--- config.mk ---
export PLATFORM = sky130hd
export DESIGN_NAME = binary_to_decimal_ascii_top
export DESIGN_NICKNAME = d
export VERILOG_FILES = /design/src/rtl/b2da_pkg.sv /design/src/rtl/binary_to_decimal_ascii_top.sv /design/src/rtl/b2da_datapath.sv /design/src/rtl/b2da_controller.sv
export SDC_FILE = /design/constraint.sdc
export NUM_CORES = 1
export LEC_CHECK = 0
export ABC_AREA = 1
export BUFFER_PORTS_ARGS = -buffer_cell sky130_fd_sc_hd__buf_4
export CAP_MARGIN = 20
export CORE_MARGIN = 3
export CORE_UTILIZATION = 30
export DETAILED_ROUTE_END_ITERATION = 7
export PLACE_DENSITY = 0.48
export SLEW_MARGIN = 5
export SYNTH_ARGS = -nofsm -noshare
export SYNTH_HDL_FRONTEND = slang
export SYNTH_SLANG_ARGS = --single-unit
--- constraint.sdc ---
create_clock -name clock -period 2.1 [get_ports clock]
set_input_delay 0.525 -clock clock [delete_from_list [all_inputs] [get_ports clock]]
set_output_delay 0.525 -clock clock [all_outputs]
set_load 0.05 [all_outputs]
--- src/rtl/b2da_pkg.sv ---
// Shared constants and control types for the binary to decimal ASCII converter.
package b2da_pkg;

   localparam int DEFAULT_INPUT_BITS = 32;
   localparam int DIGIT_BITS         = 4;
   localparam int CHAR_BITS          = 6;
   localparam int LOG10_2_NUM        = 30103;
   localparam int LOG10_2_DEN        = 100000;

   localparam logic [CHAR_BITS-1:0]  ASCII_ZERO   = 6'd48;
   localparam logic [CHAR_BITS-1:0]  ASCII_NINE   = 6'd57;
   localparam logic [DIGIT_BITS-1:0] DABBLE_LIMIT = 4'd5;
   localparam logic [DIGIT_BITS-1:0] DABBLE_ADD   = 4'd3;

   typedef enum logic [2:0] {
      ST_IDLE    = 3'b001,
      ST_CONVERT = 3'b010,
      ST_EMIT    = 3'b100
   } state_type;

   typedef struct packed {
      logic load;
      logic dabble;
      logic skip;
      logic emit;
   } cmd_type;

   typedef struct packed {
      logic bits_last;
      logic top_zero;
      logic digit_last;
      logic out_free;
   } status_type;

endpackage

--- src/rtl/binary_to_decimal_ascii_top.sv ---
// Top level of the binary to decimal ASCII converter.
//
//   channel  direction  handshake             payload
//   req      in         req_valid/req_stall   req_value[INPUT_BITS-1:0]
//   rsp      out        rsp_valid/rsp_stall   rsp_digit_char[5:0], rsp_last_digit
//
// An item is loaded, then the double-dabble step takes one input bit per cycle,
// then the digit shifter moves one digit per cycle while the output is not
// stalled, leading zero digits included, over D digits, D = number of decimal
// digits of 2^INPUT_BITS - 1.
// Reset clears the state machine and the output valid; nothing else is kept.
// A stalled output holds the digit shifter; a new item is taken once the last
// digit of the previous one sits in the output register.
module binary_to_decimal_ascii_top #(
   parameter int INPUT_BITS = b2da_pkg::DEFAULT_INPUT_BITS
) (
   input  logic                           clock,
   input  logic                           reset,
   input  logic                           req_valid,
   output logic                           req_stall,
   input  logic [INPUT_BITS-1:0]          req_value,
   output logic                           rsp_valid,
   input  logic                           rsp_stall,
   output logic [b2da_pkg::CHAR_BITS-1:0] rsp_digit_char,
   output logic                           rsp_last_digit
);
   import b2da_pkg::*;

   cmd_type    cmd;
   status_type status;

   b2da_controller u_controller (
      .clock     (clock),
      .reset     (reset),
      .req_valid (req_valid),
      .req_stall (req_stall),
      .status    (status),
      .cmd       (cmd)
   );

   b2da_datapath #(
      .INPUT_BITS (INPUT_BITS)
   ) u_datapath (
      .clock          (clock),
      .reset          (reset),
      .cmd            (cmd),
      .status         (status),
      .req_value      (req_value),
      .rsp_valid      (rsp_valid),
      .rsp_stall      (rsp_stall),
      .rsp_digit_char (rsp_digit_char),
      .rsp_last_digit (rsp_last_digit)
   );

`ifndef SYNTHESIS
   a_char_range: assert property (@(posedge clock) disable iff (reset)
      rsp_valid |-> (rsp_digit_char >= ASCII_ZERO && rsp_digit_char <= ASCII_NINE))
      else $error("digit character out of range");

   a_busy_after_accept: assert property (@(posedge clock) disable iff (reset)
      (req_valid && !req_stall) |=> req_stall)
      else $error("item accepted while busy");

   a_cmd_onehot: assert property (@(posedge clock) disable iff (reset)
      $onehot0({cmd.load, cmd.dabble, cmd.skip, cmd.emit}))
      else $error("conflicting datapath commands");

   a_emit_needs_room: assert property (@(posedge clock) disable iff (reset)
      cmd.emit |-> status.out_free)
      else $error("digit emitted into a full output register");
`endif

endmodule

--- src/rtl/b2da_datapath.sv ---
// Datapath: value shifter, BCD register with add-3 correction, counters and output register.
module b2da_datapath #(
   parameter int INPUT_BITS = b2da_pkg::DEFAULT_INPUT_BITS
) (
   input  logic                           clock,
   input  logic                           reset,
   input  b2da_pkg::cmd_type              cmd,
   output b2da_pkg::status_type           status,
   input  logic [INPUT_BITS-1:0]          req_value,
   output logic                           rsp_valid,
   input  logic                           rsp_stall,
   output logic [b2da_pkg::CHAR_BITS-1:0] rsp_digit_char,
   output logic                           rsp_last_digit
);
   import b2da_pkg::*;

   localparam int NUM_DIGITS = (INPUT_BITS * LOG10_2_NUM) / LOG10_2_DEN + 1;
   localparam int BCD_BITS   = NUM_DIGITS * DIGIT_BITS;
   localparam int BIT_CNT_W  = $clog2(INPUT_BITS);
   localparam int DIG_CNT_W  = (NUM_DIGITS > 1) ? $clog2(NUM_DIGITS) : 1;

   logic [INPUT_BITS-1:0]  value_ff, value_in;
   logic [BCD_BITS-1:0]    bcd_ff, bcd_in, bcd_adj;
   logic [BIT_CNT_W-1:0]   bit_cnt_ff, bit_cnt_in;
   logic [DIG_CNT_W-1:0]   dig_cnt_ff, dig_cnt_in;
   logic                   rsp_valid_ff, rsp_valid_in;
   logic [CHAR_BITS-1:0]   char_ff, char_in;
   logic                   last_ff, last_in;
   logic [DIGIT_BITS-1:0]  top_digit;

   assign top_digit = bcd_ff[BCD_BITS-1 -: DIGIT_BITS];

   always_comb begin
      for (int i = 0; i < NUM_DIGITS; i++) begin
         if (bcd_ff[i*DIGIT_BITS +: DIGIT_BITS] >= DABBLE_LIMIT) begin
            bcd_adj[i*DIGIT_BITS +: DIGIT_BITS] = bcd_ff[i*DIGIT_BITS +: DIGIT_BITS] + DABBLE_ADD;
         end else begin
            bcd_adj[i*DIGIT_BITS +: DIGIT_BITS] = bcd_ff[i*DIGIT_BITS +: DIGIT_BITS];
         end
      end
   end

   always_comb begin
      value_in   = value_ff;
      bcd_in     = bcd_ff;
      bit_cnt_in = bit_cnt_ff;
      dig_cnt_in = dig_cnt_ff;
      if (cmd.load) begin
         value_in   = req_value;
         bcd_in     = '0;
         bit_cnt_in = BIT_CNT_W'(INPUT_BITS - 1);
         dig_cnt_in = DIG_CNT_W'(NUM_DIGITS - 1);
      end else if (cmd.dabble) begin
         value_in   = {value_ff[INPUT_BITS-2:0], 1'b0};
         bcd_in     = {bcd_adj[BCD_BITS-2:0], value_ff[INPUT_BITS-1]};
         bit_cnt_in = bit_cnt_ff - 1'b1;
      end else if (cmd.skip || cmd.emit) begin
         bcd_in     = {bcd_ff[BCD_BITS-DIGIT_BITS-1:0], {DIGIT_BITS{1'b0}}};
         dig_cnt_in = dig_cnt_ff - 1'b1;
      end
   end

   always_comb begin
      rsp_valid_in = rsp_valid_ff;
      char_in      = char_ff;
      last_in      = last_ff;
      if (cmd.emit) begin
         rsp_valid_in = 1'b1;
         char_in      = ASCII_ZERO + {{(CHAR_BITS-DIGIT_BITS){1'b0}}, top_digit};
         last_in      = (dig_cnt_ff == '0);
      end else if (!rsp_stall) begin
         rsp_valid_in = 1'b0;
      end
   end

   always_ff @(posedge clock) begin
      value_ff   <= value_in;
      bcd_ff     <= bcd_in;
      bit_cnt_ff <= bit_cnt_in;
      dig_cnt_ff <= dig_cnt_in;
      char_ff    <= char_in;
      last_ff    <= last_in;
      if (reset) begin
         rsp_valid_ff <= 1'b0;
      end else begin
         rsp_valid_ff <= rsp_valid_in;
      end
   end

   assign status.bits_last  = (bit_cnt_ff == '0);
   assign status.top_zero   = (top_digit == '0);
   assign status.digit_last = (dig_cnt_ff == '0);
   assign status.out_free   = !rsp_valid_ff || !rsp_stall;

   assign rsp_valid      = rsp_valid_ff;
   assign rsp_digit_char = char_ff;
   assign rsp_last_digit = last_ff;

endmodule

--- src/rtl/b2da_controller.sv ---
// Controller: sequences load, bit-serial conversion and digit emission.
module b2da_controller (
   input  logic                 clock,
   input  logic                 reset,
   input  logic                 req_valid,
   output logic                 req_stall,
   input  b2da_pkg::status_type status,
   output b2da_pkg::cmd_type    cmd
);
   import b2da_pkg::*;

   state_type state_ff, state_in;
   logic      started_ff, started_in;

   always_comb begin
      state_in   = state_ff;
      started_in = started_ff;
      cmd        = '0;
      req_stall  = 1'b1;
      unique case (state_ff)
         ST_IDLE: begin
            req_stall = 1'b0;
            if (req_valid) begin
               cmd.load   = 1'b1;
               started_in = 1'b0;
               state_in   = ST_CONVERT;
            end
         end
         ST_CONVERT: begin
            cmd.dabble = 1'b1;
            if (status.bits_last) begin
               state_in = ST_EMIT;
            end
         end
         ST_EMIT: begin
            if (status.out_free) begin
               if (status.top_zero && !status.digit_last && !started_ff) begin
                  cmd.skip = 1'b1;
               end else begin
                  cmd.emit   = 1'b1;
                  started_in = 1'b1;
                  if (status.digit_last) begin
                     state_in = ST_IDLE;
                  end
               end
            end
         end
         default: begin
            state_in = ST_IDLE;
         end
      endcase
   end

   always_ff @(posedge clock) begin
      if (reset) begin
         state_ff   <= ST_IDLE;
         started_ff <= 1'b0;
      end else begin
         state_ff   <= state_in;
         started_ff <= started_in;
      end
   end

endmodule

==> run metrics <==
status finished, final reports clean; Max rail drop VDD ~0.00045 V; Die W 137 µm; kind of critical path register to output pin; worst r2r path cells 8; Synth area leader edfxtp_1; Final min period between 1500 and 2000 ps; flop-to-flop setup slack about 440 ps; DRC violations left 0; P_leak roughly 2.7 nW; # hold bufs at CTS 0; Final Max Slew Viols 0; Row Count 47; RSZ-0062 raised after global routing no; vias in the first global route 4153; Crit. Startpoint u_controller.state_ff[2]; maxcap violations 0; TritonCTS clock tree yes; DR pass1 iterations 5; Worst R2R End u_datapath.bcd_ff[22]; final WL approximately 11000 µm; most frequent cells in the layout 187 x nand2_1, 82 x inv_1, 54 x o21ai_0, 54 x dfxtp_1, 53 x nand3_1; clk root buf clkbuf_16; post_cts resized 0; Worst Path Buf+Inv 2; # IOs 45; worst skew pair latency around 350 ps; Hold Crit Class input pin to register; H-tree depth 3; dpl cell area around 5600 µm²; share of layout cells above drive strength 1 14.9%; Num CTS Buffers 9; final setup violation count 0; number of diodes 0; slowest cell delay on critical path around 360 ps; sequential share of power between 40% and 50%; hpwl dp about 7300 µm; largest cells by area after synthesis edfxtp_1 22%, dfxtp_1 21%, nand2_1 14%, inv_1 6.0%, ha_1 5.6%; first-pass GRT wire length 18700 µm; Gate power share 19.7%; synthesized area per cell between 7 and 8 µm²; post-synth cell types 31; overall routing resource usage roughly an eighth; DP Worst Slack ~400 ps; Switching Fraction a little under a third; Mapped Cells roughly 670; Setup TNS Final 0 ps; period utilization between 80% and 90%; initial antenna violation count 0; final net count 760; post-route worst setup slack roughly 260 ps; Synth top area share a little over a fifth; Crit path depth 3; commonest non-fill, non-tap cell in the layout nand2_1; Reg-to-Reg Start u_controller.state_ff[2]; netlist area before placement around 5000 µm²; Util after Layout a little over a third; drt wl/cell 11.6 µm; Final Skew ~11 ps; clock slew at reported path FFs 70 ps; routability cong. roughly 0.82; Req. time, crit path 1570 ps; Clock power frac approximately a third; cell-by-cell trace of the critical path nor3_4 > inv_1 > buf_4; Die H 137 µm; switching power roughly 1.4 mW; gr ovfl total 0; cell family with most CP delay flip-flops; critical-path maximum fanout 4; max frequency 0.545 GHz; DRT antenna net count 0; Power Dens Cells roughly 800 nW/µm²; Arrival @ worst endpoint between 1000 and 1500 ps; largest net degree at the start of global routing 34; Initial Utilization 30.8%; yosys warns 0; core area 16700 µm²; clock sink count between 90 and 100; Vias/cell between 4 and 5; via count ~4300; Critical Path Start Type register; CP endpoint kind output pin; Cell Int Power ~3.2 mW; Worst Setup EP req_stall; Max stage delay cell, worst path dfxtp_1; Final Instance Area 5890 µm²; die area 18800 µm²; #FFs+latches synth 91; post-CTS setup repair buffer count 0; clk buf depth 2; post-synthesis sequential area ratio approximately 43%; port buffer count 42; overall power 4.69 mW; Hold Fails Final Rpt 0; Layout area overhead 14.6%; initial drt markers between 200 and 300
## per-layer routing
layer | part of all wire [%] | GRT usage (%)
met3 | 4.5 | 2.98
met4 | 0.48 | 3.71
met2 | 47 | 20.5
met5 | 0 | 0
met1 | 48 | 15.3
## synthesized netlist by cell type
cell type  instances
nor2_1            24
nand2_2           20
inv_2              3
o211ai_1           3
a21o_1             1
conb_1             1
a21oi_1           39
nor3_4             1
xor2_1             9
nand3_1           53
dfxtp_1           54
inv_1             82
buf_12             2
ha_1              23
clkbuf_2           1
buf_6              7
edfxtp_1          37
nor2_2             2
nand4_1           13
buf_4              7
nor3_2             7
nand2_1          187
nand3_2            1
buf_2             12
o21ai_1           11
o21ai_0           54
o21bai_1           7
nand2_4            3
clkbuf_1           1
nand3b_1           1
a31oi_1            1
## power by group through the flow
stage	Sequential [mW]	Combinational (mW)	Clock, mW
finish	2.20	0.923	1.56
CTS	2.20	0.934	1.64
detailed placement	2.24	0.930	0
global route	2.23	1.07	1.72
global placement	2.24	0.903	0
floorplan	2.20	0.735	0
## layout make-up
cell class                 instances  area, µm²
tap                              220        275
sequential                        91       2190
fill                            1783      10800
inverter                          85        319
multi-input combinational        462       2400
clock inverter                     7       57.6
timing repair buffer              52        428
clock buffer                       9        225
## cells by family after synthesis
| kind of cell | synth area share, % |
|---|---|
| AOI/OAI and AO/OA | 11.8 |
| other | 0.0729 |
| DFF | 42.6 |
| xor gates and xnor gates | 1.53 |
| and+or+nand+nor | 27.5 |
| buffers and inverters | 10.9 |
| adders and majority gates | 5.59 |
## how the worst min path moves through the flow
stage | startpoint | end | slack (ps) | cells after the start
after floorplan | u_datapath.bcd_ff[37] | u_datapath.rsp_digit_char[1] | 420 | 0
after global placement | u_datapath.bit_cnt_ff[4] | u_datapath.bit_cnt_ff[4] | 440 | 2
after detailed placement | u_datapath.dig_cnt_ff[3] | u_datapath.dig_cnt_ff[3] | 450 | 2
after CTS | reset | u_controller.state_ff[2] | 370 | 2
after global routing | reset | u_controller.started_ff | 380 | 2
final | reset | u_controller.state_ff[2] | 390 | 2
## through the flow
stage	hold slack, ps	instances
finish	393	926
global route	382	926
CTS	374	926
detailed placement	447	910
global placement	439	910
floorplan	425	668
## state kept, by name, summed over array words and instances, names as in the netlist
| register | cells |
|---|---|
| u_datapath.value_ff | 32 |
| u_datapath.rsp_digit_char | 4 |
| u_datapath.rsp_valid | 1 |
| u_controller.state_ff | 3 |
| u_datapath.bit_cnt_ff | 5 |
| u_controller.started_ff | 1 |
| u_datapath.rsp_last_digit | 1 |
| u_datapath.dig_cnt_ff | 4 |
| u_datapath.bcd_ff | 40 |
## worst reg2reg max path, delay by kind of cell (launching register included)
family                 cells  cell delay (ps)
and+or+nand+nor            5              640
buffers and inverters      3              610
DFF                        1              360
Power figures use the tool's default switching activity.
